## src/rtl/prime_sum_trial_division_defines.svh

```systemverilog
// assertion macros for the prime sum trial division block
`ifndef PRIME_SUM_TRIAL_DIVISION_DEFINES_SVH
`define PRIME_SUM_TRIAL_DIVISION_DEFINES_SVH

`ifndef SYNTH
`define PSUM_ASSERT_NOW(lbl, clk, rst, cond, prop) \
   lbl: assert property (@(posedge clk) disable iff (rst) (cond) |-> (prop)) \
      else $error("psum assertion failed");
`define PSUM_ASSERT_NEXT(lbl, clk, rst, cond, prop) \
   lbl: assert property (@(posedge clk) disable iff (rst) (cond) |=> (prop)) \
      else $error("psum assertion failed");
`else
`define PSUM_ASSERT_NOW(lbl, clk, rst, cond, prop)
`define PSUM_ASSERT_NEXT(lbl, clk, rst, cond, prop)
`endif

`endif

```

## src/rtl/psum_pkg.sv

```systemverilog
// types and microcode step addresses for the prime sum sequencer
`timescale 1ns / 1ps
package psum_pkg;

   localparam int PC_BITS = 4;
   localparam int SUM_BITS = 32;

   typedef logic [PC_BITS-1:0] pc_type;

   typedef enum logic [2:0] {
      COND_NEVER    = 3'd0,
      COND_ALWAYS   = 3'd1,
      COND_NO_REQ   = 3'd2,
      COND_K_GT_N   = 3'd3,
      COND_DSQ_GT_K = 3'd4,
      COND_CNT_NZ   = 3'd5,
      COND_REM_ZERO = 3'd6,
      COND_OUT_FREE = 3'd7
   } cond_type;

   typedef struct packed {
      logic     ld_in;
      logic     d_init;
      logic     d_inc;
      logic     r_init;
      logic     r_step;
      logic     add_k;
      logic     inc_k;
      logic     ld_out;
      cond_type cond;
      pc_type   target;
   } ctrl_type;

   typedef struct packed {
      logic req_valid;
      logic k_gt_n;
      logic dsq_gt_k;
      logic cnt_nz;
      logic rem_zero;
      logic out_free;
   } status_type;

   localparam pc_type S_WAIT  = 4'd0;
   localparam pc_type S_KCHK  = 4'd1;
   localparam pc_type S_DINIT = 4'd2;
   localparam pc_type S_DCHK  = 4'd3;
   localparam pc_type S_RINIT = 4'd4;
   localparam pc_type S_RSTEP = 4'd5;
   localparam pc_type S_RTEST = 4'd6;
   localparam pc_type S_DINC  = 4'd7;
   localparam pc_type S_ADDK  = 4'd8;
   localparam pc_type S_NEXTK = 4'd9;
   localparam pc_type S_OUT   = 4'd10;
   localparam pc_type S_HOLD  = 4'd11;

endpackage

```

## src/rtl/psum_seq.sv

```systemverilog
// microcode store, step counter and jump logic
`timescale 1ns / 1ps
module psum_seq (
   input  logic                 clock,
   input  logic                 reset,
   input  psum_pkg::status_type status,
   output psum_pkg::ctrl_type   ctrl
);

   psum_pkg::pc_type pc_ff;
   psum_pkg::pc_type pc_in;
   logic             take_jump;

   always_comb begin
      ctrl = '0;
      unique case (pc_ff)
         psum_pkg::S_WAIT: begin
            ctrl.ld_in  = 1'b1;
            ctrl.cond   = psum_pkg::COND_NO_REQ;
            ctrl.target = psum_pkg::S_WAIT;
         end
         psum_pkg::S_KCHK: begin
            ctrl.cond   = psum_pkg::COND_K_GT_N;
            ctrl.target = psum_pkg::S_OUT;
         end
         psum_pkg::S_DINIT: begin
            ctrl.d_init = 1'b1;
            ctrl.cond   = psum_pkg::COND_NEVER;
         end
         psum_pkg::S_DCHK: begin
            ctrl.cond   = psum_pkg::COND_DSQ_GT_K;
            ctrl.target = psum_pkg::S_ADDK;
         end
         psum_pkg::S_RINIT: begin
            ctrl.r_init = 1'b1;
            ctrl.cond   = psum_pkg::COND_NEVER;
         end
         psum_pkg::S_RSTEP: begin
            ctrl.r_step = 1'b1;
            ctrl.cond   = psum_pkg::COND_CNT_NZ;
            ctrl.target = psum_pkg::S_RSTEP;
         end
         psum_pkg::S_RTEST: begin
            ctrl.cond   = psum_pkg::COND_REM_ZERO;
            ctrl.target = psum_pkg::S_NEXTK;
         end
         psum_pkg::S_DINC: begin
            ctrl.d_inc  = 1'b1;
            ctrl.cond   = psum_pkg::COND_ALWAYS;
            ctrl.target = psum_pkg::S_DCHK;
         end
         psum_pkg::S_ADDK: begin
            ctrl.add_k  = 1'b1;
            ctrl.cond   = psum_pkg::COND_NEVER;
         end
         psum_pkg::S_NEXTK: begin
            ctrl.inc_k  = 1'b1;
            ctrl.cond   = psum_pkg::COND_ALWAYS;
            ctrl.target = psum_pkg::S_KCHK;
         end
         psum_pkg::S_OUT: begin
            ctrl.ld_out = 1'b1;
            ctrl.cond   = psum_pkg::COND_OUT_FREE;
            ctrl.target = psum_pkg::S_WAIT;
         end
         psum_pkg::S_HOLD: begin
            ctrl.cond   = psum_pkg::COND_ALWAYS;
            ctrl.target = psum_pkg::S_OUT;
         end
         default: begin
            ctrl.cond   = psum_pkg::COND_ALWAYS;
            ctrl.target = psum_pkg::S_WAIT;
         end
      endcase
   end

   always_comb begin
      unique case (ctrl.cond)
         psum_pkg::COND_NEVER:    take_jump = 1'b0;
         psum_pkg::COND_ALWAYS:   take_jump = 1'b1;
         psum_pkg::COND_NO_REQ:   take_jump = !status.req_valid;
         psum_pkg::COND_K_GT_N:   take_jump = status.k_gt_n;
         psum_pkg::COND_DSQ_GT_K: take_jump = status.dsq_gt_k;
         psum_pkg::COND_CNT_NZ:   take_jump = status.cnt_nz;
         psum_pkg::COND_REM_ZERO: take_jump = status.rem_zero;
         psum_pkg::COND_OUT_FREE: take_jump = status.out_free;
         default:                 take_jump = 1'b0;
      endcase
   end

   assign pc_in = take_jump ? ctrl.target : pc_ff + psum_pkg::pc_type'(1);

   always_ff @(posedge clock) begin
      if (reset) begin
         pc_ff <= psum_pkg::S_WAIT;
      end else begin
         pc_ff <= pc_in;
      end
   end

endmodule

```

## src/rtl/psum_dp.sv

```systemverilog
// datapath: candidate, divisor, square, restoring remainder and running sum
`timescale 1ns / 1ps
`include "prime_sum_trial_division_defines.svh"
module psum_dp #(
   parameter int LIMIT_BITS = 12,
   parameter int IN_W       = 16
) (
   input  logic                           clock,
   input  logic                           reset,
   input  psum_pkg::ctrl_type             ctrl,
   output psum_pkg::status_type           status,
   input  logic                           req_tvalid,
   output logic                           req_tready,
   input  logic [IN_W-1:0]                req_tdata,
   output logic                           rsp_tvalid,
   input  logic                           rsp_tready,
   output logic [psum_pkg::SUM_BITS-1:0]  rsp_tdata
);

   localparam int K_W   = LIMIT_BITS + 1;
   localparam int SQ_W  = LIMIT_BITS + 2;
   localparam int CNT_W = $clog2(K_W);

   logic [LIMIT_BITS-1:0]         n_ff;
   logic [K_W-1:0]                k_ff;
   logic [K_W-1:0]                d_ff;
   logic [SQ_W-1:0]               dsq_ff;
   logic [K_W-1:0]                rem_ff;
   logic [K_W-1:0]                rem_in;
   logic [CNT_W-1:0]              cnt_ff;
   logic [psum_pkg::SUM_BITS-1:0] sum_ff;
   logic [psum_pkg::SUM_BITS-1:0] out_ff;
   logic                          rsp_tvalid_ff;
   logic [SQ_W-1:0]               trial;
   logic                          load_in;
   logic                          load_out;

   assign req_tready = ctrl.ld_in;
   assign load_in    = ctrl.ld_in & req_tvalid;
   assign load_out   = ctrl.ld_out & status.out_free;

   assign trial  = {rem_ff, k_ff[cnt_ff]};
   assign rem_in = (trial >= {1'b0, d_ff}) ? K_W'(trial - {1'b0, d_ff}) : K_W'(trial);

   always_comb begin
      status.req_valid = req_tvalid;
      status.k_gt_n    = k_ff > {1'b0, n_ff};
      status.dsq_gt_k  = dsq_ff > {1'b0, k_ff};
      status.cnt_nz    = cnt_ff != '0;
      status.rem_zero  = rem_ff == '0;
      status.out_free  = !rsp_tvalid_ff || rsp_tready;
   end

   always_ff @(posedge clock) begin
      if (load_in) begin
         n_ff   <= req_tdata[LIMIT_BITS-1:0];
         k_ff   <= K_W'(2);
         sum_ff <= '0;
      end else begin
         if (ctrl.inc_k) begin
            k_ff <= k_ff + K_W'(1);
         end
         if (ctrl.add_k) begin
            sum_ff <= sum_ff + psum_pkg::SUM_BITS'(k_ff);
         end
      end
      if (ctrl.d_init) begin
         d_ff   <= K_W'(2);
         dsq_ff <= SQ_W'(4);
      end else if (ctrl.d_inc) begin
         d_ff   <= d_ff + K_W'(1);
         dsq_ff <= dsq_ff + {d_ff, 1'b1};
      end
      if (ctrl.r_init) begin
         rem_ff <= '0;
         cnt_ff <= CNT_W'(LIMIT_BITS);
      end else if (ctrl.r_step) begin
         rem_ff <= rem_in;
         cnt_ff <= cnt_ff - CNT_W'(1);
      end
      if (load_out) begin
         out_ff <= sum_ff;
      end
   end

   always_ff @(posedge clock) begin
      if (reset) begin
         rsp_tvalid_ff <= 1'b0;
      end else if (load_out) begin
         rsp_tvalid_ff <= 1'b1;
      end else if (rsp_tready) begin
         rsp_tvalid_ff <= 1'b0;
      end
   end

   assign rsp_tvalid = rsp_tvalid_ff;
   assign rsp_tdata  = out_ff;

   `PSUM_ASSERT_NOW(a_rem_below_divisor, clock, reset, ctrl.cond == psum_pkg::COND_REM_ZERO, rem_ff < d_ff)
   `PSUM_ASSERT_NOW(a_candidate_from_two, clock, reset, ctrl.cond == psum_pkg::COND_K_GT_N, k_ff >= K_W'(2))
   `PSUM_ASSERT_NEXT(a_sum_cleared_on_load, clock, reset, load_in, sum_ff == '0)
   `PSUM_ASSERT_NEXT(a_result_shown_on_load, clock, reset, load_out, rsp_tvalid && rsp_tdata == $past(sum_ff))

endmodule

```

## src/rtl/prime_sum_trial_division.sv

```systemverilog
// top level: sum of primes up to a limit by microcoded trial division
//
//   channel  direction  tdata bits (low to high)            tuser/tlast
//   req      in         limit [LIMIT_BITS-1:0], zero pad    none
//   rsp      out        prime_sum [31:0]                    none
//
// each candidate k is checked against the limit, then each divisor d runs the restoring
// remainder loop, one quotient bit per cycle, and a zero-remainder test; d*d <= k bounds d
// one limit is worked at a time; the output register holds a finished sum so the
// next limit is taken while the previous result waits
// reset clears the step counter and the result valid flag; no clearing pass
// a stalled rsp loops the sequencer between its output and hold steps until the register frees
`timescale 1ns / 1ps
module prime_sum_trial_division #(
   parameter int LIMIT_BITS = 12
) (
   input  logic                             clock,
   input  logic                             reset,
   input  logic                             req_tvalid,
   output logic                             req_tready,
   input  logic [((LIMIT_BITS+7)/8)*8-1:0]  req_tdata,   // limit
   output logic                             rsp_tvalid,
   input  logic                             rsp_tready,
   output logic [psum_pkg::SUM_BITS-1:0]    rsp_tdata    // prime_sum
);

   localparam int IN_W = ((LIMIT_BITS + 7) / 8) * 8;

   psum_pkg::ctrl_type   ctrl;
   psum_pkg::status_type status;

   psum_seq u_seq (
      .clock  (clock),
      .reset  (reset),
      .status (status),
      .ctrl   (ctrl)
   );

   psum_dp #(
      .LIMIT_BITS (LIMIT_BITS),
      .IN_W       (IN_W)
   ) u_dp (
      .clock      (clock),
      .reset      (reset),
      .ctrl       (ctrl),
      .status     (status),
      .req_tvalid (req_tvalid),
      .req_tready (req_tready),
      .req_tdata  (req_tdata),
      .rsp_tvalid (rsp_tvalid),
      .rsp_tready (rsp_tready),
      .rsp_tdata  (rsp_tdata)
   );

endmodule

```

## config.mk

```make
export PLATFORM = sky130hd
export DESIGN_NAME = prime_sum_trial_division
export DESIGN_NICKNAME = d
export VERILOG_FILES = /design/src/rtl/psum_pkg.sv /design/src/rtl/psum_seq.sv /design/src/rtl/psum_dp.sv /design/src/rtl/prime_sum_trial_division.sv
export VERILOG_INCLUDE_DIRS = /design/src /design/src/rtl
export SDC_FILE = /design/constraint.sdc
export NUM_CORES = 1
export LEC_CHECK = 0
export BUFFER_PORTS_ARGS = -buffer_cell sky130_fd_sc_hd__clkbuf_2
export CAP_MARGIN = 20
export CORE_MARGIN = 2
export CORE_UTILIZATION = 40
export DETAILED_ROUTE_END_ITERATION = 8
export PLACE_DENSITY_LB_ADDON = 0.15
export SYNTH_ARGS = -nofsm -noshare
export SYNTH_HDL_FRONTEND = slang
export SYNTH_SLANG_ARGS = --single-unit
```

## constraint.sdc

```tcl
create_clock -name clock -period 3.1 [get_ports clock]
set_input_delay 0.62 -clock clock [delete_from_list [all_inputs] [get_ports clock]]
set_output_delay 0.62 -clock clock [all_outputs]
set_load 0.01 [all_outputs]
```

# Yosys cells after proc, flatten, opt, wreduce, memory -nomap -nowiden
# Cells that the tools add are included.
classes:
  shifts: 0
  div: 0
  muxes: 17
  bitwise_logic: 2
  n_addsub: 7
  multipliers: 0
  reduce_logical: 10
  n_lt_le_gt_ge: 4
  n_eq_ne: 18
ops:
  columns: ["operator", "n"]
  rows:
  - ["$add A32 B13 Y32", 1]
  - ["$add A13 B1 Y13 const B", 2]
  - ["$pmux W4 S6", 1]
  - ["$pmux W3 S7", 1]
  - ["$eq A4 B3 Y1 const B", 4]
  - ["$eq A4 B4 Y1 const B", 4]
  - ["$add A14 B14 Y14", 1]
  - ["$ge A14 B13 Y1", 1]
  - ["$gt A14 B13 Y1", 1]
  - ["$gt A13 B12 Y1", 1]
  - ["$logic_not A13 Y1", 1]
  - ["$mux W13", 1]
  - ["$sub A13 B13 Y13", 1]
  - ["$eq A3 B3 Y1 const B", 4]
  - ["$mux W1", 11]
  - ["$eq A4 B2 Y1 const B", 2]
  - ["$pmux W1 S8", 1]
  - ["$eq A3 B2 Y1 const B", 2]
  - ["$lt A4 B5 Y1 const B", 1]
  - ["$add A4 B1 Y4 const B", 1]
  - ["$bmux W1 S4", 1]
  - ["$eq A4 B1 Y1 const B", 1]
  - ["$logic_not A4 Y1", 1]
  - ["$mux W4", 1]
  - ["10 further kinds", 12]
totals:
  output_inout_bits: 34
  input_bits: 20
  latch_bits: 0
  romBits: 0
  reg_bits: 138
  mem_bits_rw: 0
  memories: 0
  elab_cells: 68

# Depth between registers and ports, before layout
# Gate-level depths: netlist of the first run.
depth:
  word_depth: 6
  ltp_mapped: 15
  depth_no_buf: 13

# Hierarchy
# Synthesis of the first run repeated with hierarchy kept, for this count alone.
unflattened:
  cells_unflattened: 910
  area_unflattened_um2: 8403.1
by_module_without_submodules:
  columns: ["mod", "cells_per_inst", "area_each_um2", "seq_area_each_um2", "instances"]
  rows:
  - ["psum_dp", 842, 7845.0, 3123.0, 1]
  - ["psum_seq", 68, 558.0, 80.1, 1]

# Worst setup path after synthesis of the first run
# OpenSTA, ideal clock, no wires.
synth_timing:
  kind: "reg2reg"
  start: "register u_dp.cnt_ff[0]"
  end: "register u_dp.rem_ff[0]"
  synth_period_minus_slack_ps: 3039
  n_path_buf: 1
  t_arrival_ps: 2969
  path_stages_with_launch: 13
  setup_ps: 70
  required_time_ps: 3030
  setup_slack_ps: 61
  path_cell_list: "dfxtp_1 -> buf_2 -> mux4_2 -> o32ai_1 -> a21oi_1 -> ha_1 -> fa_1 -> nor2b_1 -> o31a_1 -> o31ai_1 -> a31oi_4 -> mux2_2 -> a21oi_1"
synth_between:
  elab_chain_cells: 4
  word_cells_on_any_way: 5
  cone_classes: "1 x add/sub; 1 x order compare; 3 x mux"
synth_lines:
  columns: ["element", "line", "text"]
  rows:
  - ["start: declaration", "psum_dp.sv:30", "logic [CNT_W-1:0] cnt_ff;"]
  - ["start signal: assignment", "psum_dp.sv:76", "cnt_ff <= CNT_W'(LIMIT_BITS);"]
  - ["start signal: assignment", "psum_dp.sv:79", "cnt_ff <= cnt_ff - CNT_W'(1);"]
  - ["$bmux W1 S4 *", "psum_dp.sv:42", "assign trial = {rem_ff, k_ff[cnt_ff]};"]
  - ["$mux W1 (not written as such) *", "psum_dp.sv:42", null]
  - ["$sub A13 B13 Y13 or $ge A14 B13 Y1 (tied branches)", "psum_dp.sv:43", "assign rem_in = (trial >= {1'b0, d_ff}) ? K_W'(trial - {1'b0, d_ff}) : K_W'(trial);"]
  - ["$mux W13 *", "psum_dp.sv:43", null]
  - ["end signal: assignment", "psum_dp.sv:78", "rem_ff <= rem_in;"]
  - ["end: declaration", "psum_dp.sv:28", "logic [K_W-1:0] rem_ff;"]
# Every way passes the cells marked *; elsewhere a longest branch is shown, timed or not. The select of a mux whose other input is x is not followed.
# A chain may end at the register's enable or synchronous reset.

# Final worst setup path of the first run
layout_timing:
  start: "register u_dp.cnt_ff[0]"
  end: "register u_dp.rem_ff[7]"
# The elaborated chain is that of the path after synthesis.

==> impl_metrics.toml, run 1 <==
[outcome]
outcome = "finished, violations left"
violations = "negative setup slack"

[finish]
instances_no_fill = 1258
fill_cells = 1931
layout-drive-gt1-share = 0.173
fin_area_um2 = 9590
antenna_cells = 0
nNetsFinal = 1074
area_delta_synth_final_pct = 18.7

[place]
port_buffers = 49
dp_hpwl_um = 14300
place_area_um2 = 8870
gp_congestion = 0.853
dpl.cell_count = 1224
pre_cts_slack_ns = -0.225

[timing]
clock.fmax_mhz = 318
tns_ns = -0.0708
period_needed_ns = 3.14
rsz0062_at_grt = "yes"
finalCritPeriodShare = 1.01
finalClockSkew_ns = 0.0105
tightest_slew_ns = 0.626
setup_viol = 3
worst_slack_ns = -0.0413
maxSlewHeadroom = 0.581
hold_viol = 0
slew_viol_final = 0

[job]
max_cap_violations = 0

[cts]
clk_latency_ns = 0.43
clockBufferDepth = 2
clkTransAtPathRegs_ns = 0.07
cts-hold-fix-buffers = 0
cts_max_level = 4
clock-sinks = 138
cts_tree = "built"
cts-root-buf = "clkbuf_16"
cts_buffers = 17

[die]
die_w_um = 146
initial_utilization = 0.411
dieArea_um2 = 21400
num_rows = 51
boundaryPins = 54
core_area_um2 = 19700
die_h_um = 146

[detailed_routing]
wl_per_cell_um = 15.0
drt_wl_total_um = 18900
num_vias = 6549
viasPerCell = 5.21
drc = 0
drtIter0Drc = 314
ant_nets = 0
drt_pass1_iterations = 5

[critical_path]
worstSetupPathType = "reg2reg"
cp_max_fo = 7
worstPathRequired_ns = 3.42
cp.arrival_ns = 3.46
critPathLaunchType = "flip-flop"
endpoint_kind = "flip-flop"

[global_routing]
grt.overflow.total = 0
grt_max_degree = 33
grt_util_all_layers = 0.184
gr-usage-met2 = 0.297
grt_util_met1 = 0.246
grt_pass1_vias = 6197
grt.busiest_layer = "met2"
antenna_found_initial = 0
grt_use_met3 = 0.0384
grt_pass1_wl_um = 31600

[yosys]
yosysUniqueCellTypes = 74
ys_ff_latch = 138
syn_avg_cell_area_um2 = 9.05
syn_nets = 987
yosysWarnings = 0
synth_seq_area_share = 0.396
synthArstFlopShare = 0
synth_edf_count = 44
netlist_instances = 893
synth_ff_type = "dfxtp_1"
syn_area_um2 = 8080

[worst_hold_path]
hold_class = "in2reg"

[power_and_ir_drop]
powerDensity_nw_per_um2 = 849
p_leak_nw = 3.93
ir_worst_vdd_mv = 0.691
-- per-stage QoR --
step	utilization	hold slack [ns]	total power, mW
floorplan	-	0.429	4.81
global placement	0.451	0.445	5.73
detailed placement	0.451	0.452	5.75
CTS	0.484	0.347	7.96
global route	0.488	0.339	8.74
finish	0.488	0.364	8.15
-- flip-flops by register name (all words and copies together), names as in the netlist --
register	flops
u_dp.d_ff	13
u_dp.rem_ff	13
u_dp.n_ff	12
u_dp.dsq_ff	14
u_dp.rsp_tdata	32
u_dp.sum_ff	32
u_dp.k_ff	13
u_dp.rsp_tvalid	1
u_dp.cnt_ff	4
u_seq.pc_ff	4
-- where the power goes --
| part | internal [mW] | switching [mW] | leakage [nW] |
|---|---|---|---|
| logic | 1.63 | 2.02 | 2.48 |
| clock network | 1.15 | 0.907 | 0.286 |
| registers | 2.15 | 0.294 | 1.17 |
-- cells in the mapped netlist (18+ instances only) --
master	instances	share of area
nand3_1	27	0.017
inv_1	65	0.030
nand2_1	84	0.039
a21oi_1	67	0.041
clkbuf_1	18	0.0084
edfxtp_1	44	0.16
nor2_1	85	0.039
nor3_1	27	0.017
xnor2_1	43	0.047
o21ai_0	54	0.033
dfxtp_1	94	0.23
ha_1	71	0.11
-- metal layers --
| layer | wire, µm | up-vias | part of all wire |
|---|---|---|---|
| met5 | 0 | - | 0 |
| met2 | 8730 | 108 | 0.46 |
| li1 | - | 3394 | - |
| met4 | 325 | 0 | 0.017 |
| met3 | 576 | 22 | 0.030 |
| met1 | 9300 | 3025 | 0.49 |
-- repair_timing --
| action | in CTS | in global routing |
|---|---|---|
| pin swaps | 5 | 17 |
| endpoints found under the setup margin | 13 | 13 |
| buffers inserted | 2 | 1 |
| resized for setup | 9 | 30 |
-- layout make-up --
type                    instances  area [µm²]  share of cell area
inverters                      65         244              0.0254
clock inverters                15         169              0.0176
well taps                     265         332              0.0346
repair buffers                 92         583              0.0608
flip-flops and latches        138        3210               0.334
clock buffers                  17         425              0.0443
multi-input cells             666        4630               0.483
-- final timing paths --
| check | slack, ns | cells after the start | endpoint | start |
|---|---|---|---|---|
| hold / removal | 0.36 | 1 | u_dp.n_ff[3] | req_tdata[3] |
| setup reg to reg | -0.04 | 12 | u_dp.rem_ff[7] | u_dp.cnt_ff[0] |
| setup / recovery | -0.04 | 12 | u_dp.rem_ff[7] | u_dp.cnt_ff[0] |
| hold reg to reg | 0.46 | 0 | u_dp.rsp_tdata[5] | u_dp.sum_ff[5] |
-- layout by cell type, fill, tap and decap left out, types with 11 or more instances in the layout --
cell type / instances
dfxtp_1: 93
nor2_1: 83
nand2_1: 81
ha_1: 70
inv_1: 65
a21oi_1: 62
clkbuf_2: 49
o21ai_0: 44
edfxtp_1: 44
xnor2_1: 43
buf_4: 39
nand3_1: 27
nor3_1: 27
clkbuf_16: 17
a21o_1: 16
nand4_1: 14
mux2i_1: 12
xor2_1: 11
-- cells by family after synthesis --
logic type / count (synthesis) / share of synthesized area
AND/OR/NAND/NOR: 307 / 0.187
AO/OA/AOI/OAI: 215 / 0.174
flip-flops: 138 / 0.396
buffers and inverters: 89 / 0.0429
adder cells (fa/ha/maj): 74 / 0.117
XOR/XNOR: 54 / 0.0585
multiplexers: 16 / 0.0246
-- worst max-delay path, cell delays in order, from the launching register on --
cell and delay, ns:
dfxtp_4 0.38, mux4_2 0.53, o32ai_4 0.15, a21oi_2 0.12
ha_2 0.21, fa_2 0.39, nor2b_2 0.13, o31a_1 0.21
o31ai_4 0.10, a31oi_4 0.33, buf_6 0.18, nand2_1 0.06
a32o_1 0.24
(Power assumes the default switching activity.)
==> inputs of run 2 (changes only) <==
Settings changed: CELL_PAD_IN_SITES_DETAIL_PLACEMENT set to 2, CELL_PAD_IN_SITES_GLOBAL_PLACEMENT set to 2, CORE_UTILIZATION 40 to 35.
==> run 2 against run 1 <==
Net effect: the run still ends with negative setup slack left; sequential power about the same; sequential share of layout area shrank 0.40 points; register-to-register slack about the same; global-route usage up 2.8 points; clock skew rose by 0.0029 ns; non-clock buffer count increased by 9; via count increased by 5.2%; maximum frequency is essentially flat; combinational power up 6.3%; wire length up 30%.
==> impl_metrics.toml, run 2 (synthesized netlist as in run 1, its figures left out) <==
[outcome]
outcome = "finished, violations left"
violations = "negative setup slack"

[power_and_ir_drop]
pwr-share-comb = 0.451
p_leak_nw = 4.01
p_clk_frac = 0.264
ir_worst_vdd_mv = 0.484
seqPwrFrac = 0.286
p_sw_mw = 3.45
powerDensity_nw_per_um2 = 883
netSwitchingFraction = 0.402
power_mw = 8.59
internal_power_mw = 5.13

[die]
core_area_um2 = 22600
num_rows = 55
dieArea_um2 = 24300
die_w_um = 156
die_h_um = 156
boundaryPins = 54
initial_utilization = 0.357

[finish]
area_delta_synth_final_pct = 20.2
layout-drive-gt1-share = 0.182
utilization = 0.429
antenna_cells = 0
nNetsFinal = 1083
instances_no_fill = 1287
final_common_cell = "dfxtp_1"
final_cell_mix = "91 x dfxtp_1, 81 x nand2_1, 80 x nor2_1"

[timing]
period_needed_ns = 3.14
finalClockSkew_ns = 0.0134
clock.fmax_mhz = 319
hold_viol = 0
setup_viol = 3
tightest_slew_ns = 0.567
worst_slack_ns = -0.0388
tns_ns = -0.0631
maxSlewHeadroom = 0.621
rsz0062_at_grt = "yes"
slew_viol_final = 0
finalCritPeriodShare = 1.01

[detailed_routing]
drt_pass1_iterations = 4
drtIter0Drc = 224
viasPerCell = 5.35
drt_wl_total_um = 24500
ant_nets = 0
num_vias = 6890
drc = 0
wl_per_cell_um = 19.1

[global_routing]
grt_pass1_vias = 7501
antenna_found_initial = 0
grt_pass1_wl_um = 40700
grt_max_degree = 31
grt_util_all_layers = 0.213
grt.overflow.total = 0

[place]
gp_congestion = 0.783
dp_hpwl_um = 18400
dpl.cell_count = 1248
port_buffers = 49

[critical_path]
cp_max_fo = 7
rrSetupSlack_ns = -0.04
endpoint_kind = "flip-flop"
cp.arrival_ns = 3.47
worstSetupPathType = "reg2reg"
critPathLaunchType = "flip-flop"
worstPathRequired_ns = 3.43

[cts]
cts_buffers = 17
cts-hold-fix-buffers = 0
clk_latency_ns = 0.44
clkTransAtPathRegs_ns = 0.07
cts_max_level = 4
clock-sinks = 138
cts-root-buf = "clkbuf_16"
clockBufferDepth = 2
cts_tree = "built"

[job]
max_cap_violations = 0

[worst_hold_path]
hold_class = "in2reg"
[run 2: critical path: stages, from the launching register on]
cell and delay, ns:
dfxtp_4 0.37, mux4_2 0.50, o32ai_2 0.13, a21oi_2 0.12
ha_2 0.20, fa_2 0.36, nor2b_4 0.14, o31a_1 0.17
o31ai_2 0.07, buf_4 0.16, a31oi_4 0.31, buf_6 0.20
nand2_1 0.07, a32o_1 0.25
[run 2: through the flow]
stage / worst slack (ns) / instance area [µm²] / hold slack (ns)
6_report: -0.0388 / 9720 / 0.360
5_1_grt: -0.186 / 9720 / 0.347
4_1_cts: -0.142 / 9670 / 0.349
3_5_place_dp: -0.342 / 8930 / 0.460
3_3_place_gp: -0.237 / 8930 / 0.440
2_1_floorplan: 0.0612 / 8080 / 0.429
[run 2: metal layers]
| layer | wire length, µm | GRT usage | up-vias |
|---|---|---|---|
| li1 | - | - | 3398 |
| met1 | 11100 | 0.256 | 3391 |
| met2 | 12600 | 0.391 | 69 |
| met3 | 518 | 0.0333 | 32 |
| met4 | 379 | 0.0594 | 0 |
| met5 | 0 | 0 | - |
[run 2: worst paths after layout]
kind / start / endpoint / cells after the start
setup / recovery: u_dp.cnt_ff[0] / u_dp.rem_ff[7] / 13
hold / removal: req_tdata[7] / u_dp.n_ff[7] / 1
setup reg to reg: u_dp.cnt_ff[0] / u_dp.rem_ff[7] / 13
hold reg to reg: u_dp.sum_ff[31] / u_dp.rsp_tdata[31] / 0
[run 2: final cells by class]
type,count,area (µm²)
fillers,2517,12900
multi-input cells,666,4620
flip-flops and latches,138,3210
repair buffers,101,651
clock buffers,17,425
well taps,285,357
inverters,65,244
clock inverters,15,215
[run 2: power by group through the flow]
| stage | sequential, mW | combinational, mW | clock [mW] |
|---|---|---|---|
| after floorplan | 2.37 | 2.44 | 0 |
| after global placement | 2.48 | 3.35 | 0 |
| after detailed placement | 2.49 | 3.47 | 0 |
| after CTS | 2.46 | 3.79 | 2.32 |
| after global routing | 2.50 | 4.32 | 2.39 |
| final | 2.45 | 3.87 | 2.26 |
[run 2: timing repair]
item / in CTS / in global routing
pin swaps: 17 / 9
buffers inserted: 5 / 2
resized for setup: 25 / 12
setup endpoints to repair: 13 / 13
